### config.mk
export PLATFORM = sky130hd
export DESIGN_NAME = integer_to_decimal_ascii
export DESIGN_NICKNAME = d
export VERILOG_FILES = /design/src/rtl/core/ida_pkg.sv /design/src/rtl/core/ida_ctrl.sv /design/src/rtl/core/ida_datapath.sv /design/src/rtl/core/integer_to_decimal_ascii.sv
export SDC_FILE = /design/constraint.sdc
export NUM_CORES = 1
export LEC_CHECK = 0
export BUFFER_PORTS_ARGS = -buffer_cell sky130_fd_sc_hd__buf_2
export CORE_MARGIN = 5
export CORE_UTILIZATION = 46
export CTS_CLUSTER_SIZE = 28
export DETAILED_ROUTE_END_ITERATION = 16
export SLEW_MARGIN = 20
export SYNTH_ARGS = -nofsm -noshare
export SYNTH_HDL_FRONTEND = slang
export SYNTH_SLANG_ARGS = --single-unit
### constraint.sdc
create_clock -name i_clk -period 9.8 [get_ports i_clk]
set_input_delay 1.96 -clock i_clk [delete_from_list [all_inputs] [get_ports i_clk]]
set_output_delay 1.96 -clock i_clk [all_outputs]
set_load 0.01 [all_outputs]
### src/rtl/core/ida_pkg.sv
`default_nettype none

package ida_pkg;

    localparam int VALUE_WIDTH = 32;
    localparam int DIGIT_SLOTS = (VALUE_WIDTH * 301) / 1000 + 2;
    localparam int DIGIT_IDX_W = $clog2(DIGIT_SLOTS);
    localparam int STEP_W      = $clog2(VALUE_WIDTH);

    localparam logic [7:0] CHAR_ZERO    = 8'h30;
    localparam logic [7:0] CHAR_MINUS   = 8'h2D;
    localparam logic [7:0] CHAR_NEWLINE = 8'h0A;

    localparam logic CMD_UNSIGNED = 1'b0;
    localparam logic CMD_SIGNED   = 1'b1;

    typedef struct packed {
        logic [31:0] value;
        logic        command;
    } t_in;

    typedef struct packed {
        logic [7:0] char_byte;
        logic       last;
    } t_out;

    typedef enum logic [2:0] {
        ST_IDLE,
        ST_CONV,
        ST_COUNT,
        ST_SIGN,
        ST_DIGIT,
        ST_NEWLINE
    } t_state;

    typedef struct packed {
        logic load;
        logic shift;
        logic count;
        logic emit_sign;
        logic emit_digit;
        logic emit_nl;
    } t_dp_cmd;

    typedef struct packed {
        logic neg;
        logic digit_last;
    } t_dp_stat;

endpackage

`default_nettype wire

### src/rtl/core/ida_ctrl.sv
`default_nettype none

module ida_ctrl (
    input  wire                 i_clk,
    input  wire                 i_rst_n,
    input  wire                 i_start,
    input  ida_pkg::t_dp_stat   i_stat,
    output ida_pkg::t_dp_cmd    o_cmd,
    output logic                o_busy
);
    import ida_pkg::*;

    t_state            r_state;
    t_state            n_state;
    logic [STEP_W-1:0] r_step;
    logic [STEP_W-1:0] n_step;
    logic              step_done;

    assign step_done = (r_step == STEP_W'(VALUE_WIDTH - 1));

    always_ff @(posedge i_clk) begin
        if (!i_rst_n) begin
            r_state <= ST_IDLE;
            r_step  <= '0;
        end else begin
            r_state <= n_state;
            r_step  <= n_step;
        end
    end

    always_comb begin
        n_state = r_state;
        n_step  = r_step;
        case (r_state)
            ST_IDLE: begin
                n_step = '0;
                if (i_start) begin
                    n_state = ST_CONV;
                end
            end
            ST_CONV: begin
                n_step = r_step + 1'b1;
                if (step_done) begin
                    n_state = ST_COUNT;
                end
            end
            ST_COUNT: begin
                n_state = i_stat.neg ? ST_SIGN : ST_DIGIT;
            end
            ST_SIGN: begin
                n_state = ST_DIGIT;
            end
            ST_DIGIT: begin
                if (i_stat.digit_last) begin
                    n_state = ST_NEWLINE;
                end
            end
            ST_NEWLINE: begin
                n_state = ST_IDLE;
            end
            default: begin
                n_state = ST_IDLE;
            end
        endcase
    end

    always_comb begin
        o_cmd  = '0;
        o_busy = 1'b1;
        case (r_state)
            ST_IDLE: begin
                o_busy     = 1'b0;
                o_cmd.load = i_start;
            end
            ST_CONV:    o_cmd.shift      = 1'b1;
            ST_COUNT:   o_cmd.count      = 1'b1;
            ST_SIGN:    o_cmd.emit_sign  = 1'b1;
            ST_DIGIT:   o_cmd.emit_digit = 1'b1;
            ST_NEWLINE: o_cmd.emit_nl    = 1'b1;
            default: begin
                o_busy = 1'b1;
            end
        endcase
    end

endmodule

`default_nettype wire

### src/rtl/core/ida_datapath.sv
`default_nettype none

module ida_datapath (
    input  wire                 i_clk,
    input  wire                 i_rst_n,
    input  ida_pkg::t_in        i_in,
    input  ida_pkg::t_dp_cmd    i_cmd,
    output ida_pkg::t_dp_stat   o_stat,
    output ida_pkg::t_out       o_out,
    output logic                o_valid
);
    import ida_pkg::*;

    logic [VALUE_WIDTH-1:0] r_mag;
    logic [VALUE_WIDTH-1:0] raw;
    logic [VALUE_WIDTH-1:0] load_mag;
    logic                   load_neg;
    logic                   r_neg;
    logic [3:0]             r_bcd [DIGIT_SLOTS];
    logic [3:0]             adj   [DIGIT_SLOTS];
    logic [3:0]             n_bcd [DIGIT_SLOTS];
    logic [DIGIT_IDX_W-1:0] r_idx;
    logic [DIGIT_IDX_W-1:0] top_idx;
    t_out                   r_out;
    logic                   r_valid;

    assign raw      = i_in.value[VALUE_WIDTH-1:0];
    assign load_neg = (i_in.command == CMD_SIGNED) && raw[VALUE_WIDTH-1];
    assign load_mag = load_neg ? (~raw + 1'b1) : raw;

    always_comb begin
        for (int i = 0; i < DIGIT_SLOTS; i++) begin
            adj[i] = (r_bcd[i] >= 4'd5) ? (r_bcd[i] + 4'd3) : r_bcd[i];
        end
        n_bcd[0] = {adj[0][2:0], r_mag[VALUE_WIDTH-1]};
        for (int i = 1; i < DIGIT_SLOTS; i++) begin
            n_bcd[i] = {adj[i][2:0], adj[i-1][3]};
        end
    end

    always_comb begin
        top_idx = '0;
        for (int i = 0; i < DIGIT_SLOTS; i++) begin
            if (r_bcd[i] != 4'd0) begin
                top_idx = DIGIT_IDX_W'(i);
            end
        end
    end

    always_ff @(posedge i_clk) begin
        if (i_cmd.load) begin
            r_mag <= load_mag;
            r_neg <= load_neg;
            for (int i = 0; i < DIGIT_SLOTS; i++) begin
                r_bcd[i] <= 4'd0;
            end
        end else if (i_cmd.shift) begin
            r_mag <= {r_mag[VALUE_WIDTH-2:0], 1'b0};
            for (int i = 0; i < DIGIT_SLOTS; i++) begin
                r_bcd[i] <= n_bcd[i];
            end
        end
        if (i_cmd.count) begin
            r_idx <= top_idx;
        end else if (i_cmd.emit_digit) begin
            r_idx <= r_idx - 1'b1;
        end
        if (i_cmd.emit_sign) begin
            r_out.char_byte <= CHAR_MINUS;
            r_out.last      <= 1'b0;
        end else if (i_cmd.emit_digit) begin
            r_out.char_byte <= CHAR_ZERO + {4'd0, r_bcd[r_idx]};
            r_out.last      <= 1'b0;
        end else if (i_cmd.emit_nl) begin
            r_out.char_byte <= CHAR_NEWLINE;
            r_out.last      <= 1'b1;
        end
    end

    always_ff @(posedge i_clk) begin
        if (!i_rst_n) begin
            r_valid <= 1'b0;
        end else begin
            r_valid <= i_cmd.emit_sign | i_cmd.emit_digit | i_cmd.emit_nl;
        end
    end

    assign o_stat.neg        = r_neg;
    assign o_stat.digit_last = (r_idx == '0);
    assign o_out             = r_out;
    assign o_valid           = r_valid;

endmodule

`default_nettype wire

### src/rtl/core/integer_to_decimal_ascii.sv
// Channel   Handshake          Payload
// input     i_start / o_busy   i_in  (value, command)
// result    o_valid strobe     o_out (char_byte, last)
//
// An item is taken when i_start is high and o_busy is low. The block is busy
// through 32 double-dabble shift steps, one digit-count step, then one emit
// step per character of '-', digits and newline.
// Each result appears in the cycle after its emit step and holds for one cycle.
// Reset returns the controller to idle and drops any run in progress.
// The receiver cannot stall; results are never held back.
`default_nettype none

module integer_to_decimal_ascii (
    input  wire             i_clk,
    input  wire             i_rst_n,
    input  wire             i_start,
    input  ida_pkg::t_in    i_in,
    output logic            o_busy,
    output ida_pkg::t_out   o_out,
    output logic            o_valid
);
    import ida_pkg::*;

    t_dp_cmd  cmd;
    t_dp_stat stat;

    ida_ctrl u_ctrl (
        .i_clk   (i_clk),
        .i_rst_n (i_rst_n),
        .i_start (i_start),
        .i_stat  (stat),
        .o_cmd   (cmd),
        .o_busy  (o_busy)
    );

    ida_datapath u_datapath (
        .i_clk   (i_clk),
        .i_rst_n (i_rst_n),
        .i_in    (i_in),
        .i_cmd   (cmd),
        .o_stat  (stat),
        .o_out   (o_out),
        .o_valid (o_valid)
    );

    a_start_busy: assert property (@(posedge i_clk) disable iff (!i_rst_n)
        (i_start && !o_busy) |=> o_busy)
        else $error("accepted transfer did not raise busy");

    a_valid_after_busy: assert property (@(posedge i_clk) disable iff (!i_rst_n)
        o_valid |-> $past(o_busy))
        else $error("result strobe without a run in progress");

    a_last_idle: assert property (@(posedge i_clk) disable iff (!i_rst_n)
        (o_valid && o_out.last) |-> (!o_busy && o_out.char_byte == CHAR_NEWLINE))
        else $error("last character is not a newline at end of run");

    a_digit_range: assert property (@(posedge i_clk) disable iff (!i_rst_n)
        (o_valid && !o_out.last && o_out.char_byte != CHAR_MINUS) |->
        (o_out.char_byte >= CHAR_ZERO && o_out.char_byte <= CHAR_ZERO + 8'd9))
        else $error("digit character out of range");

endmodule

`default_nettype wire

; Word level (Yosys, flattened, before mapping)
; Memory sizes are Yosys's and may differ from the RTL's. A register that Yosys moved wholly into a read port is not among the register bits.
; Cells that the tools add are included.
[op_classes]
n_addsub = 15
n_lt_le_gt_ge = 11
n_eq_ne = 9
n_mux = 58
n_bitwise = 14
n_reduce_logical = 19
[ops]
columns = operator, n
row1 = 2-to-1 mux 4 bit, 27
row2 = 2-to-1 mux 32 bit, 3
row3 = ">= comparator 4 x 3 -> 1 bit, second input constant", 11
row4 = "adder 4 x 2 -> 4 bit, second input constant", 10
row5 = nonzero test 4 bit, 10
row6 = "adder 32 x 1 -> 32 bit, second input constant", 1
row7 = inverter 32 bit, 1
row8 = 2-to-1 mux 3 bit, 9
row9 = 2-to-1 mux 9 bit, 2
row10 = one-hot mux 3 bit (5 select lines), 1
row11 = 2-to-1 mux 1 bit, 13
row12 = bitwise OR 1 bit, 13
row13 = one-hot mux 5 bit (2 select lines), 1
row14 = nonzero test 2 bit, 4
row15 = "adder 6 x 4 -> 7 bit, first input constant", 1
row16 = "equality test 3 x 2 -> 1 bit, second input constant", 2
row17 = "equality test 3 bit, second input constant", 2
row18 = "adder 5 x 1 -> 5 bit, second input constant", 1
row19 = "equality test 5 bit, second input constant", 1
row20 = zero test 4 bit, 1
row21 = 2-to-1 mux 2 bit, 2
row22 = "inequality test 2 bit, second input constant", 2
row23 = "subtractor 4 x 1 -> 4 bit, second input constant", 1
row24 = "adder 3 x 2 -> 3 bit, second input constant", 1
row25 = other kinds (6), 6
[word_totals]
reg_bits = 55
ramBits = 44
input_bits = 36
out_inout_bits = 11
elab_cells = 135
memories = 1
[mem_list]
columns = memory, words, word_bits, read_ports, rd_ports_with_merged_regs, write_ports, line
row1 = u_datapath.r_bcd, 11, 4, 12, 1, 11, ida_datapath.sv:19  ; logic [3:0] r_bcd [DIGIT_SLOTS];

; Longest topological paths before layout
; An unclocked memory read counts as a cell.
[depth]
word_depth = 14
depth_mapped = 7
mapped_depth_nobuf = 7

; Hierarchy
; From an unflattened synthesis, not the netlist that was laid out.
[unflattened]
hier_cells = 683
hier_area_um2 = 6545.0
[by_module_without_submodules]
columns = module, n_inst, cells_per_inst, area_each_um2, seq_area_each_um2
row1 = ida_datapath, 1, 628, 6042.0, 2672.6
row2 = ida_ctrl, 1, 55, 503.0, 160.2

; Worst setup path after synthesis
; No wires, ideal clock.
[synth_timing]
kind = input-to-reg
start = in i_start
end = mem u_datapath.r_bcd[0][0] (enable)
setup_time_ps = 436
arrival_time_ps = 4392
t_required_ps = 9364
slack_ps = 4971
stages = 5
n_path_buf = 2
path_cell_list = nand2b_1 > or3_1 > clkbuf_1 > buf_1 > nand2_1
[synth_rtl]
columns = element, line
row1 = from (decl), integer_to_decimal_ascii.sv:16  ; input wire i_start,
row2 = to (decl), ida_datapath.sv:19

; Worst setup path after layout
[layout_timing]
start = in i_start
end = reg u_datapath.r_mag[29], data pin
[layout_via]
elab_chain_cells = 2
[layout_rtl]
columns = element, line
row1 = 2-to-1 mux 1 bit, ida_ctrl.sv:70  ; case (r_state)
row2 = 2-to-1 mux 32 bit, ida_datapath.sv:51  ; if (i_cmd.load) begin
row3 = to (signal assigned), ida_datapath.sv:52  ; r_mag <= load_mag;
row4 = to (signal assigned), ida_datapath.sv:58  ; r_mag <= {r_mag[VALUE_WIDTH-2:0], 1'b0};
row5 = to (decl), ida_datapath.sv:14  ; logic [VALUE_WIDTH-1:0] r_mag;
; Every way passes these cells.
; A chain may end at the register's enable or synchronous reset.

==> flow_summary.yaml <==
run_status:
  status: "complete, no violations"
sta:
  holdWs_ns: 0.499
  setup-tns-final_ns: 0
  rsz0062_at_grt: "false"
  max_freq_ghz: 0.252
  fin_skew_ns: 0.00460
  min_period_over_period_pct: 40.6
  drv_slew: 0
  tightest_slew_ns: 1.03
  hold_viol: 0
  period_minus_slack_ns: 3.97
  setup_viol: 0
  slew_headroom_pct: 31.5
setup_path:
  reg2reg_depth: 6
  critPathKind: "input port to register"
  cp_cell_sequence: "buf_2, nand2b_1, or3_2, inv_1, o211ai_1, o21ai_0, o311ai_0"
  cpPeakStageDelay_ns: 0.83
  critPathArrivalTime_ns: 4.02
  cp.required_ns: 9.85
  reg2reg_from: "u_ctrl.r_state[2]"
  r2r_end: "u_datapath.r_mag[23]"
  ff2ff_setup_slack_ns: 6.79
  crit_path_end_kind: "register"
  critical-path-top-delay-family: "simple AND/OR/NAND/NOR gates"
  cp_slowest_cell: "or3_2"
  startpoint_type: "input port"
  critPathBufInv: 2
  cp_max_fo: 58
clock_network:
  htreeDepth: 3
  cts_root_buf: "clkbuf_16"
  clk_latency_ns: 0.35
  cts_buffer_depth: 2
  ctsResizeCount: 0
  postCtsHoldBufs: 0
  cts_tree: "built"
  post-cts-setup-buffer-count: 0
  clock_sinks: 101
  path_clk_slew_ns: 0.07
  numCtsBuffers: 9
yosys:
  yosys.cell_types.count: 56
  yosysSeqAreaShare_pct: 45.6
  synth_top_area_share_pct: 39.2
  avgSynthCellArea_um2: 9.53
  synth_area_mm2: 0.00621
  synth_top_family_by_area: "simple AND/OR/NAND/NOR gates"
  yosys-mux-area-fraction_pct: 4.90
  async_flop_share_pct: 0
  ys_seq_elements: 101
  yosys.area.top_type: "edfxtp_1"
  yosys_warnings: 0
  synth-xor-area-share_pct: 7.20
  synth.top_cells.by_count: "nor2_1, edfxtp_1, nand2_1, a21oi_1, o21ai_0"
  ys.flop_type: "edfxtp_1"
  syn_inst: 651
  synth_area_leaders: "edfxtp_1, dfxtp_1, ha_1"
  synthAdderAreaFrac_pct: 5.24
  synth-edff-count: 81
  synth_compound_area_share_pct: 13.5
  synth_simple_gate_area_share_pct: 19.5
  yosysMostFrequentCell: "nor2_1"
hold_path:
  min_from: "u_datapath.o_out[5]"
  hp-class: "register to register"
  holdPathStages: 2
  worstHoldEndpoint: "u_datapath.o_out[5]"
drt:
  viasPerCell: 5.52
  ant_nets: 0
  wl_um: 13400
  drt_iter0_markers: 311
  drc: 0
  vias: 4749
  post_drt_wl_per_cell_um: 15.6
  first_pass_iters: 4
power:
  p_sw_uw: 325
  ir_drop_uv: 100
  p_clk_share_pct: 32.4
  p_int_uw: 826
  p_sw_share_pct: 28.2
  pwr_density_cell_mw_per_mm2: 168
  power.leakage_nw: 2.61
  power_frac_comb_pct: 18.3
  pwr-share-seq_pct: 49.3
die:
  core-area_mm2: 0.0132
  io_pins: 47
  die_w_um: 126
  die_y_um: 126
  floorplan.die_area_mm2: 0.0159
  initial_core_util_pct: 46.9
  num_rows: 42
grt:
  grt_pass1_vias: 4489
  grt.total_usage_pct: 16.9
  grt_max_degree: 77
  grt_overflow_total: 0
  grt_pass1_wl_um: 22000
  antenna_found_initial: 0
placed_design:
  place.gp.congestion: 0.836
  portBuffers: 44
  post-place-cells: 844
  dp.final_hpwl_um: 9460
cells_and_area:
  area_growth_syn_to_layout_pct: 10.4
  final_cells: 860
  fillers: 1247
  n_antenna_cell: 0
  fin_nets: 741
  drive_gt1_share_pct: 12.6
job:
  drv_cap: 0
[flip-flops by register name (all words and copies together) (netlist names), named ones only]
name,count
u_ctrl.r_step,5
u_datapath.r_neg,1
u_datapath.r_mag,32
u_datapath.o_valid,1
u_datapath.o_out,7
u_datapath.r_bcd,44
u_datapath.r_idx,4
u_ctrl.r_state,3
[worst max path at each step]
| stage | from | to | slack (ns) | cells after the start |
|---|---|---|---|---|
| finish | i_start | u_datapath.r_mag[29] | 5.83 | 7 |
| global route | i_start | u_datapath.r_mag[29] | 5.63 | 7 |
| global placement | i_start | u_datapath.r_bcd[5][1] | 5.49 | 4 |
| detailed placement | i_start | u_datapath.r_mag[29] | 5.47 | 7 |
| floorplan | i_start | u_datapath.r_bcd[0][0] | 4.97 | 5 |
| CTS | i_start | u_datapath.r_mag[29] | 5.83 | 7 |
[final cells by class]
cell class	count	area (µm²)	area share [%]
Clock inverter	3	22.5	0.329
Multi-Input combinational cell	489	3140	45.8
Timing Repair Buffer	44	220	3.21
Tap cell	176	220	3.21
Clock buffer	13	293	4.27
Sequential cell	101	2830	41.3
Inverter	34	128	1.86
[layout by cell type (no fill, tap or decap), types with 2 or more instances in the layout]
master / synthesis / final
nand3_1: 12 / 12
mux2_2: 3 / 3
nor3_1: 24 / 24
or3b_2: 4 / 4
clkbuf_16: 0 / 11
xor2_1: 20 / 20
o311ai_0: 3 / 3
and2_1: 4 / 4
a211oi_1: 3 / 3
a31oi_1: 9 / 9
nand2_1: 62 / 61
a21boi_0: 4 / 4
or3_1: 8 / 7
o41ai_2: 2 / 2
edfxtp_1: 81 / 81
or2_2: 2 / 2
xnor2_1: 31 / 31
buf_2: 0 / 44
o22ai_1: 2 / 2
ha_1: 26 / 26
mux2i_1: 9 / 9
nand2b_1: 18 / 18
and3_1: 6 / 6
inv_1: 34 / 34
nor2b_1: 8 / 8
nor4_1: 3 / 3
nor3b_1: 7 / 7
a22oi_1: 3 / 3
dfxtp_1: 20 / 20
o21ai_0: 44 / 44
nor2_1: 84 / 84
conb_1: 1 / 2
mux4_2: 8 / 8
o31ai_1: 5 / 5
a21oi_1: 46 / 46
o21ai_1: 6 / 6
a2111oi_0: 4 / 4
[power by group through the flow]
stage / Clock [mW] / Sequential, mW / Combinational (mW)
floorplan: 0 / 0.565 / 0.158
finish: 0.373 / 0.567 / 0.211
global route: 0.402 / 0.574 / 0.240
detailed placement: 0 / 0.576 / 0.211
global placement: 0 / 0.574 / 0.202
CTS: 0.383 / 0.567 / 0.213
[metal layers]
| layer | vias to the layer above | track usage, % | wire length, µm |
|---|---|---|---|
| li1 | 2369 | - | - |
| met1 | 2282 | 23.1 | 6360 |
| met2 | 83 | 26.9 | 6360 |
| met3 | 15 | 4.61 | 530 |
| met4 | 0 | 4.16 | 189 |
| met5 | - | 0 | 0 |
[worst register-to-register path: stages, from the launching register on]
cell and delay (ns):
dfxtp_1 0.68, nand2b_1 0.20, or3_2 0.75, inv_1 0.60, and2_1 0.32, mux2i_1 0.13, nand3_1 0.08
[cell families (layout without fill, tap and decap cells)]
| kind of cell | after synthesis | after routing |
|---|---|---|
| AOI/OAI and AO/OA | 140 | 140 |
| xor gates and xnor gates | 51 | 51 |
| adders and majority gates | 26 | 26 |
| buffers and inverters | 62 | 94 |
| DFF | 101 | 101 |
| muxes | 20 | 20 |
| other | 1 | 2 |
| and+or+nand+nor | 250 | 250 |
[through the flow]
stage | area, µm² | utilization [%] | setup WS (ns) | total power [mW]
2_1_floorplan | 6210 | - | 4.97 | 0.722
3_3_place_gp | 6540 | 49.4 | 5.49 | 0.776
3_5_place_dp | 6540 | 49.4 | 5.47 | 0.787
4_1_cts | 6860 | 51.8 | 5.83 | 1.16
5_1_grt | 6860 | 51.8 | 5.63 | 1.22
6_report | 6860 | 51.8 | 5.83 | 1.15
No activity file was read; power rests on OpenSTA's default activity.
